### src/design/pwmd_pkg.sv
// pwmd_pkg: shared types and constants for the pulse-width manchester decoder
// used by the top level, pwmd_cfg and pwmd_core through scoped names; depends on nothing
`default_nettype none

package pwmd_pkg;

  // default bit count limit
  localparam int unsigned MAX_BITS_DEF = 255;

  // configuration port geometry
  localparam int unsigned CFG_AW = 5;
  localparam int unsigned CFG_DW = 32;

  // register indexes (paddr / 4)
  localparam logic [2:0] REG_MIN_PULSE      = 3'd0;
  localparam logic [2:0] REG_MAX_PULSE      = 3'd1;
  localparam logic [2:0] REG_LONG_THRESHOLD = 3'd2;
  localparam logic [2:0] REG_MIN_FRAME_BITS = 3'd3;
  localparam logic [2:0] REG_MAX_PREAMBLE   = 3'd4;

  // register reset values
  localparam logic [15:0] MIN_PULSE_RST      = 16'd200;
  localparam logic [15:0] MAX_PULSE_RST      = 16'd1400;
  localparam logic [15:0] LONG_THRESHOLD_RST = 16'd800;
  localparam logic [7:0]  MIN_FRAME_BITS_RST = 8'd71;
  localparam logic [5:0]  MAX_PREAMBLE_RST   = 6'd32;

  // configuration seen by the decoder core
  typedef struct packed {
    logic [15:0] min_pulse;
    logic [15:0] max_pulse;
    logic [15:0] long_threshold;
    logic [7:0]  min_frame_bits;
    logic [5:0]  max_preamble;
  } cfg_t;

  // one result item
  typedef struct packed {
    logic       bit_valid;
    logic       bit_value;
    logic       frame_done;
    logic [7:0] bit_total;
  } result_t;

endpackage

`default_nettype wire

### src/design/pulse_width_manchester_decoder.sv
// a result item goes to the output register, or to the skid register if that is held
// throughput: one item per cycle while in_stall is low; decode state is updated in the accept cycle
// an output register plus a skid register let the input run while a result waits
// reset (rst_n low, synchronous): line idle, counters zero, no result pending,
// configuration registers back to their default values
// top level of the pulse-width manchester decoder; uses pwmd_pkg, pwmd_cfg, pwmd_core
`default_nettype none

module pulse_width_manchester_decoder #(
  parameter int unsigned MAX_BITS = pwmd_pkg::MAX_BITS_DEF
) (
  input  wire logic                         clk,
  input  wire logic                         rst_n,
  // input channel
  input  wire logic                         in_valid,
  output logic                              in_stall,
  input  wire logic [15:0]                  in_duration,
  input  wire logic                         in_level,
  // result channel
  output logic                              out_valid,
  input  wire logic                         out_stall,
  output logic                              out_bit_valid,
  output logic                              out_bit_value,
  output logic                              out_frame_done,
  output logic [7:0]                        out_bit_total,
  // configuration port
  input  wire logic                         cfg_psel,
  input  wire logic                         cfg_penable,
  input  wire logic                         cfg_pwrite,
  input  wire logic [pwmd_pkg::CFG_AW-1:0]  cfg_paddr,
  input  wire logic [pwmd_pkg::CFG_DW-1:0]  cfg_pwdata,
  output logic      [pwmd_pkg::CFG_DW-1:0]  cfg_prdata,
  output logic                              cfg_pready
);

  pwmd_pkg::cfg_t    cfg;
  pwmd_pkg::result_t res;
  pwmd_pkg::result_t out_r;
  pwmd_pkg::result_t skid_r;
  logic              out_valid_r;
  logic              skid_valid_r;
  logic              accept;
  logic              out_take;

  assign in_stall = skid_valid_r;
  assign accept   = in_valid && !skid_valid_r;
  assign out_take = out_valid_r && !out_stall;

  pwmd_cfg u_cfg (
    .clk     (clk),
    .rst_n   (rst_n),
    .psel    (cfg_psel),
    .penable (cfg_penable),
    .pwrite  (cfg_pwrite),
    .paddr   (cfg_paddr),
    .pwdata  (cfg_pwdata),
    .prdata  (cfg_prdata),
    .pready  (cfg_pready),
    .cfg     (cfg)
  );

  pwmd_core #(
    .MAX_BITS (MAX_BITS)
  ) u_core (
    .clk      (clk),
    .rst_n    (rst_n),
    .step     (accept),
    .duration (in_duration),
    .level    (in_level),
    .cfg      (cfg),
    .res      (res)
  );

  // output register with skid stage
  always_ff @(posedge clk) begin
    if (!rst_n) begin
      out_valid_r  <= 1'b0;
      skid_valid_r <= 1'b0;
    end else if (skid_valid_r) begin
      if (out_take) begin
        out_r        <= skid_r;
        skid_valid_r <= 1'b0;
      end
    end else if (accept) begin
      if (!out_valid_r || out_take) begin
        out_r       <= res;
        out_valid_r <= 1'b1;
      end else begin
        skid_r       <= res;
        skid_valid_r <= 1'b1;
      end
    end else if (out_take) begin
      out_valid_r <= 1'b0;
    end
  end

  assign out_valid      = out_valid_r;
  assign out_bit_valid  = out_r.bit_valid;
  assign out_bit_value  = out_r.bit_value;
  assign out_frame_done = out_r.frame_done;
  assign out_bit_total  = out_r.bit_total;

endmodule

`default_nettype wire

### src/design/pwmd_cfg.sv
// pwmd_cfg: apb-style configuration register file for the decoder
// depends on pwmd_pkg for register indexes, reset values and cfg_t
`default_nettype none

module pwmd_cfg (
  input  wire logic                         clk,
  input  wire logic                         rst_n,
  input  wire logic                         psel,
  input  wire logic                         penable,
  input  wire logic                         pwrite,
  input  wire logic [pwmd_pkg::CFG_AW-1:0]  paddr,
  input  wire logic [pwmd_pkg::CFG_DW-1:0]  pwdata,
  output logic      [pwmd_pkg::CFG_DW-1:0]  prdata,
  output logic                              pready,
  output pwmd_pkg::cfg_t                    cfg
);

  pwmd_pkg::cfg_t cfg_r;
  logic           wr_en;
  logic [2:0]     reg_idx;

  assign pready  = 1'b1;
  assign wr_en   = psel && penable && pwrite;
  assign reg_idx = paddr[4:2];
  assign cfg     = cfg_r;

  // register writes, addresses beyond the list are ignored
  always_ff @(posedge clk) begin
    if (!rst_n) begin
      cfg_r.min_pulse      <= pwmd_pkg::MIN_PULSE_RST;
      cfg_r.max_pulse      <= pwmd_pkg::MAX_PULSE_RST;
      cfg_r.long_threshold <= pwmd_pkg::LONG_THRESHOLD_RST;
      cfg_r.min_frame_bits <= pwmd_pkg::MIN_FRAME_BITS_RST;
      cfg_r.max_preamble   <= pwmd_pkg::MAX_PREAMBLE_RST;
    end else if (wr_en) begin
      case (reg_idx)
        pwmd_pkg::REG_MIN_PULSE:      cfg_r.min_pulse      <= pwdata[15:0];
        pwmd_pkg::REG_MAX_PULSE:      cfg_r.max_pulse      <= pwdata[15:0];
        pwmd_pkg::REG_LONG_THRESHOLD: cfg_r.long_threshold <= pwdata[15:0];
        pwmd_pkg::REG_MIN_FRAME_BITS: cfg_r.min_frame_bits <= pwdata[7:0];
        pwmd_pkg::REG_MAX_PREAMBLE:   cfg_r.max_preamble   <= pwdata[5:0];
        default: ;
      endcase
    end
  end

  // read mux
  always_comb begin
    case (reg_idx)
      pwmd_pkg::REG_MIN_PULSE:      prdata = {16'd0, cfg_r.min_pulse};
      pwmd_pkg::REG_MAX_PULSE:      prdata = {16'd0, cfg_r.max_pulse};
      pwmd_pkg::REG_LONG_THRESHOLD: prdata = {16'd0, cfg_r.long_threshold};
      pwmd_pkg::REG_MIN_FRAME_BITS: prdata = {24'd0, cfg_r.min_frame_bits};
      pwmd_pkg::REG_MAX_PREAMBLE:   prdata = {26'd0, cfg_r.max_preamble};
      default:                      prdata = '0;
    endcase
  end

endmodule

`default_nettype wire

### src/design/pwmd_core.sv
// pwmd_core: line state, half-bit pairing and bit counter of the decoder
// depends on pwmd_pkg for cfg_t and result_t
`default_nettype none

module pwmd_core #(
  parameter int unsigned MAX_BITS = pwmd_pkg::MAX_BITS_DEF
) (
  input  wire logic               clk,
  input  wire logic               rst_n,
  input  wire logic               step,
  input  wire logic [15:0]        duration,
  input  wire logic               level,
  input  wire pwmd_pkg::cfg_t     cfg,
  output pwmd_pkg::result_t       res
);

  localparam int unsigned BW = $clog2(MAX_BITS + 1);
  localparam logic [BW-1:0] MAX_CNT = BW'(MAX_BITS);

  // line phase codes
  localparam logic [2:0] PH_IDLE     = 3'd0;
  localparam logic [2:0] PH_PREAMBLE = 3'd1;
  localparam logic [2:0] PH_HIGH     = 3'd2;
  localparam logic [2:0] PH_LOW      = 3'd3;
  localparam logic [2:0] PH_WAIT     = 3'd4;

  // pending half-bit codes
  localparam logic [1:0] HB_NONE = 2'd0;
  localparam logic [1:0] HB_ZERO = 2'd1;
  localparam logic [1:0] HB_ONE  = 2'd2;

  logic [2:0]    phase_r, phase_nxt;
  logic [1:0]    half_r, half_nxt;
  logic [5:0]    pre_r, pre_nxt;
  logic [BW-1:0] cnt_r, cnt_nxt;

  logic            in_window;
  logic            is_long;
  logic            push;
  logic            push_val;
  logic            half_ok;
  logic            done;
  logic [BW+7:0]   cnt_ext;
  logic [BW+7:0]   mfb_ext;
  logic            enough_bits;
  logic [BW+7:0]   total_ext;

  assign in_window   = (duration >= cfg.min_pulse) && (duration <= cfg.max_pulse);
  assign is_long     = duration > cfg.long_threshold;
  assign cnt_ext     = {8'd0, cnt_r};
  assign mfb_ext     = {{BW{1'b0}}, cfg.min_frame_bits};
  assign enough_bits = cnt_ext > mfb_ext;

  // one pulse of line decoding
  always_comb begin
    phase_nxt = phase_r;
    half_nxt  = half_r;
    pre_nxt   = pre_r;
    cnt_nxt   = cnt_r;
    push      = 1'b0;
    push_val  = 1'b0;
    half_ok   = 1'b1;
    done      = 1'b0;

    // pair the half-bit that this phase carries with a pending one
    if (phase_r == PH_HIGH || phase_r == PH_LOW) begin
      case (half_r)
        HB_ZERO: begin
          half_nxt = HB_NONE;
          if (phase_r == PH_HIGH) begin
            push     = 1'b1;
            push_val = 1'b1;
          end else begin
            half_ok = 1'b0;
          end
        end
        HB_ONE: begin
          half_nxt = HB_NONE;
          if (phase_r == PH_LOW) begin
            push     = 1'b1;
            push_val = 1'b0;
          end else begin
            half_ok = 1'b0;
          end
        end
        default: begin
          half_nxt = (phase_r == PH_HIGH) ? HB_ONE : HB_ZERO;
        end
      endcase
    end

    if (!in_window) begin
      // pulse outside the window ends the frame
      push      = 1'b0;
      half_nxt  = HB_NONE;
      phase_nxt = PH_IDLE;
      if (enough_bits) begin
        done = 1'b1;
      end else begin
        cnt_nxt = '0;
      end
    end else begin
      case (phase_r)
        PH_PREAMBLE: begin
          if (is_long) begin
            if (pre_r != 6'd63) begin
              pre_nxt = pre_r + 6'd1;
            end
          end else if (pre_r <= cfg.max_preamble && !level) begin
            phase_nxt = PH_WAIT;
          end else begin
            phase_nxt = PH_IDLE;
            cnt_nxt   = '0;
          end
        end
        PH_HIGH: begin
          if (half_ok) begin
            phase_nxt = is_long ? PH_LOW : PH_WAIT;
          end else begin
            phase_nxt = PH_IDLE;
            cnt_nxt   = '0;
          end
        end
        PH_LOW: begin
          if (half_ok) begin
            phase_nxt = is_long ? PH_HIGH : PH_WAIT;
          end else begin
            phase_nxt = PH_IDLE;
            cnt_nxt   = '0;
          end
        end
        PH_WAIT: begin
          if (is_long) begin
            phase_nxt = PH_IDLE;
            half_nxt  = HB_NONE;
            if (enough_bits) begin
              done = 1'b1;
            end else begin
              cnt_nxt = '0;
            end
          end else begin
            phase_nxt = level ? PH_HIGH : PH_LOW;
          end
        end
        default: begin
          if (is_long) begin
            phase_nxt = PH_PREAMBLE;
            pre_nxt   = 6'd1;
          end else begin
            phase_nxt = PH_IDLE;
            pre_nxt   = 6'd0;
            cnt_nxt   = '0;
          end
        end
      endcase
    end

    // saturating bit counter
    if (push && cnt_r < MAX_CNT) begin
      cnt_nxt = cnt_r + 1'b1;
    end
  end

  assign total_ext = {8'd0, cnt_nxt};

  // result of this pulse
  always_comb begin
    res.bit_valid  = push;
    res.bit_value  = push && push_val;
    res.frame_done = done;
    res.bit_total  = total_ext[7:0];
  end

  // state update on each accepted item
  always_ff @(posedge clk) begin
    if (!rst_n) begin
      phase_r <= PH_IDLE;
      half_r  <= HB_NONE;
      pre_r   <= 6'd0;
      cnt_r   <= '0;
    end else if (step) begin
      phase_r <= phase_nxt;
      half_r  <= half_nxt;
      pre_r   <= pre_nxt;
      cnt_r   <= cnt_nxt;
    end
  end

endmodule

`default_nettype wire

### config.mk
export PLATFORM = sky130hd
export DESIGN_NAME = pulse_width_manchester_decoder
export DESIGN_NICKNAME = d
export VERILOG_FILES = /design/src/design/pwmd_pkg.sv /design/src/design/pulse_width_manchester_decoder.sv /design/src/design/pwmd_cfg.sv /design/src/design/pwmd_core.sv
export SDC_FILE = /design/constraint.sdc
export NUM_CORES = 1
export LEC_CHECK = 0
export ABC_CLOCK_PERIOD_IN_PS = 3400
export BUFFER_PORTS_ARGS = -buffer_cell sky130_fd_sc_hd__buf_2
export CAP_MARGIN = 15
export CORE_ASPECT_RATIO = 2
export CORE_UTILIZATION = 36
export CTS_CLUSTER_SIZE = 14
export DETAILED_ROUTE_END_ITERATION = 16
export PLACE_DENSITY_LB_ADDON = 0.1
export SLEW_MARGIN = 25
export SYNTH_ARGS = -nofsm -noshare
export SYNTH_HDL_FRONTEND = slang
export SYNTH_SLANG_ARGS = --single-unit
### constraint.sdc
create_clock -name clk -period 3.4 [get_ports clk]
set_input_delay 0.34 -clock clk [delete_from_list [all_inputs] [get_ports clk]]
set_output_delay 0.34 -clock clk [all_outputs]
set_load 0.01 [all_outputs]
==> results of run 1 <==
[where the power goes]
part           switching (W)  internal (W)
logic               0.000207      0.000127
clock network       0.000514      0.000503
registers          0.0000108       0.00129
[layout make-up]
type | instances | area (sq um) | share of cell area
timing repair buffer | 100 | 573 | 0.0753
sequential | 105 | 2320 | 0.305
inverter | 69 | 259 | 0.0340
clock inverter | 7 | 53.8 | 0.00707
clock buffer | 9 | 225 | 0.0296
multi-input combinational | 583 | 3910 | 0.513
tap | 216 | 270 | 0.0355
[registers in the layout, summed over array words and instances, names as in the netlist]
signal and flops:
u_core.pre_r 6, out_frame_done 1, in_stall 1, u_core.half_r 2, out_bit_total 8, u_cfg.cfg 62
u_core.cnt_r 8, out_bit_valid 1, out_valid 1, u_core.phase_r 3, out_bit_value 1, skid_r 11
[worst max path at each step]
stage | startpoint | slack [ps] | to
2_1_floorplan | u_cfg.cfg[15]$_SDFFE_PN0P_ | 550 | out_bit_total[5]$_DFFE_PP_
5_1_grt | u_cfg.cfg[21]$_SDFFE_PN0P_ | 60 | skid_r[5]$_DFFE_PP_
3_5_place_dp | in_duration[7] | 130 | skid_r[3]$_DFFE_PP_
4_1_cts | u_cfg.cfg[21]$_SDFFE_PN0P_ | 190 | skid_r[3]$_DFFE_PP_
6_report | u_cfg.cfg[21]$_SDFFE_PN0P_ | 290 | skid_r[3]$_DFFE_PP_
3_3_place_gp | in_duration[7] | 180 | skid_r[3]$_DFFE_PP_
[worst reg2reg max path, stage by stage (launching register included)]
cell	delay, ps
dfxtp_1	360
inv_1	60
ha_1	310
a21oi_1	170
o21ai_0	120
a221oi_1	370
buf_4	180
o211a_1	200
nor4b_1	70
buf_4	140
nor4b_4	270
or2_1	400
buf_4	210
o2bb2ai_1	100
[per-stage QoR]
stage | total power [W] | instances
floorplan | 0.00153 | 813
global placement | 0.00165 | 1073
detailed placement | 0.00166 | 1073
CTS | 0.00268 | 1089
global route | 0.00276 | 1089
finish | 0.00265 | 1089
[synth_stat cells (all sizes together), types with 11 or more instances]
cell / instances
inv: 68
a21oi: 33
nor2: 40
dfxtp: 83
ha: 66
nand2: 132
nand3: 15
o211ai: 17
a21boi: 38
clkbuf: 29
and3: 12
o31ai: 11
nand4: 17
a22oi: 13
nor2b: 21
buf: 27
edfxtp: 22
o21ai: 27
mux2i: 27
[metal layers]
layer | wire length, um | GRT usage
met5 | 0 | 0
met4 | 867 | 0.121
met3 | 463 | 0.0254
met2 | 11800 | 0.446
met1 | 6990 | 0.196
[cells by family (layout without fill, tap and decap cells)]
| kind of cell | after synthesis | in the layout |
|---|---|---|
| fa+ha+maj | 66 | 66 |
| simple gates | 271 | 271 |
| other cells | 2 | 17 |
| flops | 105 | 105 |
| xor+xnor | 9 | 9 |
| compound gates | 189 | 189 |
| buf+inv | 125 | 185 |
| mux | 31 | 31 |
==> out/summary.txt, run 1 <==
Detailed Routing Iterations Pass 1 = 4
Placed Instance Area = 7330 sq um
gp weighted congestion = 0.936
data arrival time of the worst path = 3310 ps
initial DRC count = 161
Synth Area in Compound Gates = 0.193
Reg-to-Reg End = skid_r[3]$_DFFE_PP_
# nets final = 995
Rows = 70
vias in the first global route = 6,172
Worst R2R Path Depth = 13
drt total wl = 20.1 mm
RSZ-0062 raised after global routing = no
CP peak stage delay = 400 ps
HPWL after DPL = 15.8 mm
Worst setup SP type = flip-flop
CTS Buf Count = 9
final instance area = 7610 sq um
Async SR Flop Fraction = 0
hold crit path type = input pin to flip-flop
DRC viols = 0
top_reg_cell synth = dfxtp_1
CP cell instances = inv_1 -> ha_1 -> a21oi_1 -> o21ai_0 -> a221oi_1 -> buf_4 -> o211a_1 -> nor4b_1 -> buf_4 -> nor4b_4 -> or2_1 -> buf_4 -> o2bb2ai_1
synthesized instance count = 798
Die Wd = 98.6 um
post-cts sizing count = 0
Synth Area in Simple Gates = 0.194
gr usage total = 0.216
most frequent cells in the layout = nand2_1 (132), dfxtp_1 (83), buf_2 (71)
vias = 5,901
WP data required = 3600 ps
number of distinct library cells after synthesis = 65
WP buf/inv = 4
fraction of layout cells with a size suffix above 1 = 0.152
Worst R2R Setup Slack = 290 ps
postcts setup bufs = 0
crit path time final = 3110 ps
WL/cell = 18.5 um
CTS Root Cell = clkbuf_16
Crit Path Class = flip-flop to flip-flop
main combinational cell family by area after synthesis = simple AND/OR/NAND/NOR gates
CP max FO = 12
initial antenna violation count = 0
setup ws final = 294 ps
htree depth = 3
Vias per Instance = 5.42
Overflow after GRT = 0
clk sink count = 105
Clock Skews = 8.13 ps
most common cell after layout, fill and taps aside = nand2_1
Max Cap Violations = 0
num ports = 107
Placement Setup Slack = 131 ps
Crit. End Element = flip-flop
Netlist Area Pre-Place = 6720 sq um
Synth area leaders = dfxtp_1 (25%), ha_1 (12%), edfxtp_1 (9.8%)
PD cells = 348 nW/um^2
worst hold start = cfg_pwdata[9]
CP max stage cell = or2_1
CTS max path bufs = 2
Setup TNS = 0 ps
register area share after synthesis = 0.346
critical path's top delay family = compound AO/OA/AOI/OAI gates
pin slew with the least headroom to its limit = 994 ps
Antenna Cells = 0
first-pass GRT wire length = 31.6 mm
CTS clk-pin slew, worst paths = 70 ps
Max VDD drop = 0.197 mV
initial core utilization = 0.367
most frequent CP cell = buf_4
final setup fails = 0
fin crit share = 0.914
hold path endpoint = u_cfg.cfg[23]$_SDFFE_PN1P_
hold path depth = 3
flops & latches, synth = 105
final core occ = 0.416
Die Ht = 195 um
number of hold buffers added after cts = 0
Post-Synth Adder-Cell Area = 0.123
TritonCTS clock tree = done
Die ar. = 19,200 sq um
CP Depth = 13
Yosys Warn Count = 0
mux contribution to synthesized area = 0.0503
DRT antenna net count = 0
post-synthesis xor/xnor area fraction = 0.0117
Clk Latency, worst-skew pair = 360 ps
status = complete, no violations
Post-synth EDFFs = 22
Slew headroom = 0.335
Synth area leader = dfxtp_1
worst r2r src = u_cfg.cfg[21]$_SDFFE_PN0P_
filler cell count = 1,864
Layout area overhead = 13.4%
Port Buf Inserts = 71
post-synth top area share = 0.247
Core Footprint = 18,300 sq um
fmax = 322 MHz
final hold slack = 239 ps
LEAKAGE = 3.16 nW
largest net degree at the start of global routing = 51
Synth Area per Inst = 8.42 sq um
Slew Limit Fails = 0
Final Hold Viols = 0
(Power assumes the default switching activity.)
==> inputs of run 2 (changes only) <==
REMOVE_ABC_BUFFERS = 1   (was not set)
==> out/summary.txt, run 2 (same netlist as run 1, synthesis figures left out) <==
status = complete, no violations
Clk Latency, worst-skew pair = 360 ps (about the same)
filler cell count = 1,884 (+1.1%)
final core occ = 0.418 (+0.00232)
Antenna Cells = 0 (unchanged)
first-pass GRT wire length = 31.4 mm (-0.61%)
crit path time final = 3100 ps (-6.66 ps)
most frequent CP cell = or3_1
CP cell instances = inv_1 -> ha_1 -> nand4_1 -> nor4_1 -> or3_1 -> a21oi_1 -> or3_1 -> nor4b_4 -> or2_1 -> buf_4 -> o2bb2ai_1
HPWL after DPL = 16.0 mm (+1.6%)
Port Buf Inserts = 71 (unchanged)
LEAKAGE = 3.19 nW (+0.82%)
Max VDD drop = 0.239 mV (+21%)
vias = 5,893 (-0.14%)
Crit Path Class = flip-flop to flip-flop
vias in the first global route = 6,093 (-1.3%)
Layout area overhead = 14.0%
num ports = 107 (unchanged)
Die ar. = 19,200 sq um (unchanged)
CP max FO = 12 (unchanged)
CP Depth = 11 (-2)
initial core utilization = 0.367 (unchanged)
Rows = 70 (unchanged)
pin slew with the least headroom to its limit = 883 ps (-111 ps)
postcts setup bufs = 0 (unchanged)
CTS max path bufs = 2 (unchanged)
most frequent cells in the layout = nand2_1 (132), dfxtp_1 (83), buf_2 (71)
CTS clk-pin slew, worst paths = 70 ps (about the same)
CTS Buf Count = 9 (unchanged)
fraction of layout cells with a size suffix above 1 = 0.151 (-0.00115)
clk sink count = 105 (unchanged)
largest net degree at the start of global routing = 57 (+12%)
post-cts sizing count = 0 (unchanged)
Clock Skews = 14.6 ps (+6.50 ps)
gp weighted congestion = 0.909 (-2.8%)
PD cells = 363 nW/um^2 (+4.5%)
Die Wd = 98.6 um (unchanged)
Slew headroom = 0.410 (+0.0756)
initial antenna violation count = 0 (unchanged)
CP max stage cell = or3_1
Core Footprint = 18,300 sq um (unchanged)
Overflow after GRT = 0 (unchanged)
htree depth = 3 (unchanged)
final instance area = 7650 sq um (+0.56%)
Inst Count DP = 1,073 (unchanged)
data arrival time of the worst path = 3310 ps (about the same)
DRC viols = 0 (unchanged)
Crit. End Element = flip-flop
Slew Limit Fails = 0 (unchanged)
hold path depth = 3 (unchanged)
WL/cell = 18.4 um (-0.54%)
fmax = 323 MHz (+0.21%)
final std cells w/o fill = 1,089 (unchanged)
TritonCTS clock tree = done
initial DRC count = 131 (-19%)
Max Cap Violations = 0 (unchanged)
Worst setup SP type = flip-flop
WP data required = 3610 ps (about the same)
Placed Instance Area = 7330 sq um (unchanged)
max reg flops = 62 (unchanged)
Die Ht = 195 um (unchanged)
Final Hold Viols = 0 (unchanged)
RSZ-0062 raised after global routing = no
CTS Root Cell = clkbuf_16
Worst R2R Path Depth = 11 (-2)
fin crit share = 0.912 (-0.00196)
DRT antenna net count = 0 (unchanged)
Detailed Routing Iterations Pass 1 = 4 (unchanged)
# nets final = 995 (unchanged)
CP peak stage delay = 430 ps (+30 ps)
Setup TNS = 0 ps (unchanged)
Vias per Instance = 5.41 (-0.14%)
critical path's top delay family = simple AND/OR/NAND/NOR gates
hold crit path type = input pin to flip-flop
most common cell after layout, fill and taps aside = nand2_1
drt total wl = 20.0 mm (-0.54%)
gr usage total = 0.216 (-0.000393)
Tot Pwr = 0.00278 W (+5.1%)
number of hold buffers added after cts = 0 (unchanged)
WP buf/inv = 2 (-2)
final setup fails = 0 (unchanged)
[run 2: final timing paths]
kind,start,endpoint,slack [ps]
worst min register to register,u_cfg.cfg[18]$_SDFFE_PN0P_,u_cfg.cfg[18]$_SDFFE_PN0P_,470
worst max register to register,u_cfg.cfg[44]$_SDFFE_PN0P_,skid_r[4]$_DFFE_PP_,300
worst min-delay path,cfg_pwdata[9],u_cfg.cfg[23]$_SDFFE_PN1P_,240
worst max-delay path,u_cfg.cfg[44]$_SDFFE_PN0P_,skid_r[4]$_DFFE_PP_,300
[run 2: final cells by class]
cell class / instances / area [sq um] / share of cell area
Clock buffer: 11 / 233 / 0.0304
Clock inverter: 5 / 86.3 / 0.0113
Inverter: 69 / 259 / 0.0338
Multi-Input combinational cell: 583 / 3910 / 0.511
Sequential cell: 105 / 2320 / 0.303
Tap cell: 216 / 270 / 0.0353
Timing Repair Buffer: 100 / 573 / 0.0749
[run 2: routing by layer]
layer / up-vias / routed length (um) / share of wire / GRT usage
met5: - / 0 / 0 / 0
met4: 0 / 692 / 0.035 / 0.0984
met3: 36 / 666 / 0.033 / 0.0311
met2: 130 / 12000 / 0.60 / 0.455
met1: 2811 / 6660 / 0.33 / 0.192
li1: 2916 / - / - / -
[run 2: where the power goes]
part / total (W) / internal, W / switching (W)
Sequential: 0.00130 / 0.00129 / 0.0000145
Combinational: 0.000329 / 0.000127 / 0.000201
Clock: 0.00115 / 0.000654 / 0.000498
[run 2: worst reg2reg max path: cells and delay by family, from the launching register on]
family	cells	cell delay [ps]
compound gates	2	160
fa+ha+maj	1	350
buf+inv	2	260
flops	1	350
simple gates	6	1850
[run 2: per-stage QoR]
step                hold slack, ps  worst slack (ps)
floorplan                      402               554
global placement               453               260
detailed placement             462               208
CTS                            236               269
global route                   250              31.2
finish                         242               301
==> inputs of run 3 (changes only) <==
ABC_CLOCK_PERIOD_IN_PS = 4050   (was 3400)
CTS_CLUSTER_DIAMETER = 50   (was not set)
GPL_TIMING_DRIVEN = 0   (was not set)
clock period = 4.05 ns   (was 3.4 ns; I/O delays follow)
==> out/summary.txt, run 3 (same netlist as run 1, synthesis figures left out) <==
Crit Path Class = flip-flop to flip-flop
DRT antenna net count = 0 (unchanged)
Core Footprint = 18,300 sq um (unchanged)
number of hold buffers added after cts = 0 (unchanged)
M2 GR Usage = 0.434 (-0.0211)
Detailed Routing Iterations Pass 1 = 4 (unchanged)
HPWL after DPL = 15.2 mm (-5.0%)
CTS clk-pin slew, worst paths = 80 ps (about the same)
vias in the first global route = 5,919 (-2.9%)
clk sink count = 105 (unchanged)
fin crit share = 0.825 (-0.0865)
fmax = 299 MHz (-7.3%)
max reg flops = 62 (unchanged)
LEAKAGE = 3.07 nW (-3.5%)
gp weighted congestion = 0.903 (-0.64%)
Slew Limit Fails = 0 (unchanged)
Die Wd = 98.6 um (unchanged)
Inst Count DP = 1,048 (-2.3%)
Rows = 70 (unchanged)
first-pass GRT wire length = 31.2 mm (-0.62%)
hold crit path type = input pin to flip-flop
CP max FO = 14 (+2)
fraction of layout cells with a size suffix above 1 = 0.130 (-0.0215)
post-cts sizing count = 0 (unchanged)
DRC viols = 0 (unchanged)
RSZ-0062 raised after global routing = no
Tot Pwr = 0.00234 W (-16%)
busiest grt layer = met2
final setup fails = 0 (unchanged)
initial antenna violation count = 0 (unchanged)
Port Buf Inserts = 71 (unchanged)
most frequent cells in the layout = nand2_1 (132), dfxtp_1 (83), buf_2 (73)
Crit. End Element = flip-flop
Die ar. = 19,200 sq um (unchanged)
Clk Latency, worst-skew pair = 360 ps (about the same)
GR Layer Usage met3 = 0.0265 (-0.00465)
hold path depth = 3 (unchanged)
GR Layer Usage met1 = 0.195 (+0.00273)
PD cells = 312 nW/um^2 (-14%)
Final Hold Viols = 0 (unchanged)
drt total wl = 19.7 mm (-1.3%)
WL/cell = 18.6 um (+0.97%)
Layout area overhead = 11.6%
Slew headroom = 0.341 (-0.0698)
initial DRC count = 195 (+49%)
most common cell after layout, fill and taps aside = nand2_1
Setup TNS = 0 ps (unchanged)
TritonCTS clock tree = done
final std cells w/o fill = 1,064 (-2.3%)
Max Cap Violations = 0 (unchanged)
gr usage total = 0.213 (-0.00300)
Worst setup SP type = flip-flop
Max VDD drop = 0.168 mV (-30%)
WP data required = 4160 ps (+550 ps)
status = complete, no violations
Antenna Cells = 0 (unchanged)
crit path time final = 3340 ps (+242 ps)
setup ws final = 708 ps (+408 ps)
postcts setup bufs = 0 (unchanged)
Vias per Instance = 5.46 (+0.87%)
Die Ht = 195 um (unchanged)
largest net degree at the start of global routing = 61 (+7.0%)
Clock Skews = 10.1 ps (-4.55 ps)
Worst R2R Path Depth = 10 (-1)
data arrival time of the worst path = 3460 ps (+150 ps)
Overflow after GRT = 0 (unchanged)
Placement Setup Slack = 551 ps (+342 ps)
htree depth = 3 (unchanged)
CTS max path bufs = 2 (unchanged)
pin slew with the least headroom to its limit = 987 ps (+104 ps)
vias = 5,808 (-1.4%)
initial core utilization = 0.367 (unchanged)
num ports = 107 (unchanged)
# nets final = 970 (-2.5%)
CTS Buf Count = 9 (unchanged)
CTS Root Cell = clkbuf_16
-- run 3: changes by cell type in the layout (fill, tap and decap cells not counted), sizes merged --
cell	change
buf	-25
clkbuf	-2
clkinv	+2
-- run 3: final cells by class --
| cell class | count | area (sq um) |
|---|---|---|
| Inverter | 69 | 259 |
| Fill cell | 1894 | 10800 |
| Clock buffer | 9 | 225 |
| Clock inverter | 7 | 101 |
| Timing Repair Buffer | 75 | 393 |
| Multi-Input combinational cell | 583 | 3920 |
| Sequential cell | 105 | 2320 |
| Tap cell | 216 | 270 |
-- run 3: report_power, final --
group          switching (W)  internal, W  total, W
Clock               0.000436     0.000550  0.000986
Combinational       0.000168    0.0000941  0.000262
Sequential         0.0000121      0.00108   0.00109
Total               0.000616      0.00172   0.00234
-- run 3: worst paths after layout --
| check | slack (ps) | from | to |
|---|---|---|---|
| setup / recovery | 710 | u_cfg.cfg[21]$_SDFFE_PN0P_ | out_bit_total[1]$_DFFE_PP_ |
| hold reg to reg | 470 | u_cfg.cfg[17]$_SDFFE_PN0P_ | u_cfg.cfg[17]$_SDFFE_PN0P_ |
| setup reg to reg | 710 | u_cfg.cfg[21]$_SDFFE_PN0P_ | out_bit_total[1]$_DFFE_PP_ |
| hold / removal | 320 | cfg_pwdata[15] | u_cfg.cfg[61]$_SDFFE_PN0P_ |
-- run 3: critical path: stages, from the launching register on --
cell	delay (ps)
dfxtp_1	360
inv_1	60
ha_1	310
nand2_1	60
o21ai_0	400
a221oi_1	170
o211a_1	330
nor4b_1	520
nor4b_4	110
or2_1	430
a221o_1	360
-- run 3: through the flow --
stage          area, sq um  utilization  hold WS [ps]
6_report              7490        0.409           315
4_1_cts               7490        0.409           302
2_1_floorplan         6480            -           443
3_3_place_gp          7110        0.388           457
5_1_grt               7490        0.409           314
3_5_place_dp          7160        0.391           460
-- run 3: layer usage --
| layer | wire (um) | up-vias | part of all wire |
|---|---|---|---|
| li1 | - | 2859 | - |
| met1 | 6900 | 2765 | 0.35 |
| met2 | 11400 | 130 | 0.58 |
| met3 | 477 | 54 | 0.024 |
| met4 | 977 | 0 | 0.049 |
| met5 | 0 | - | 0 |
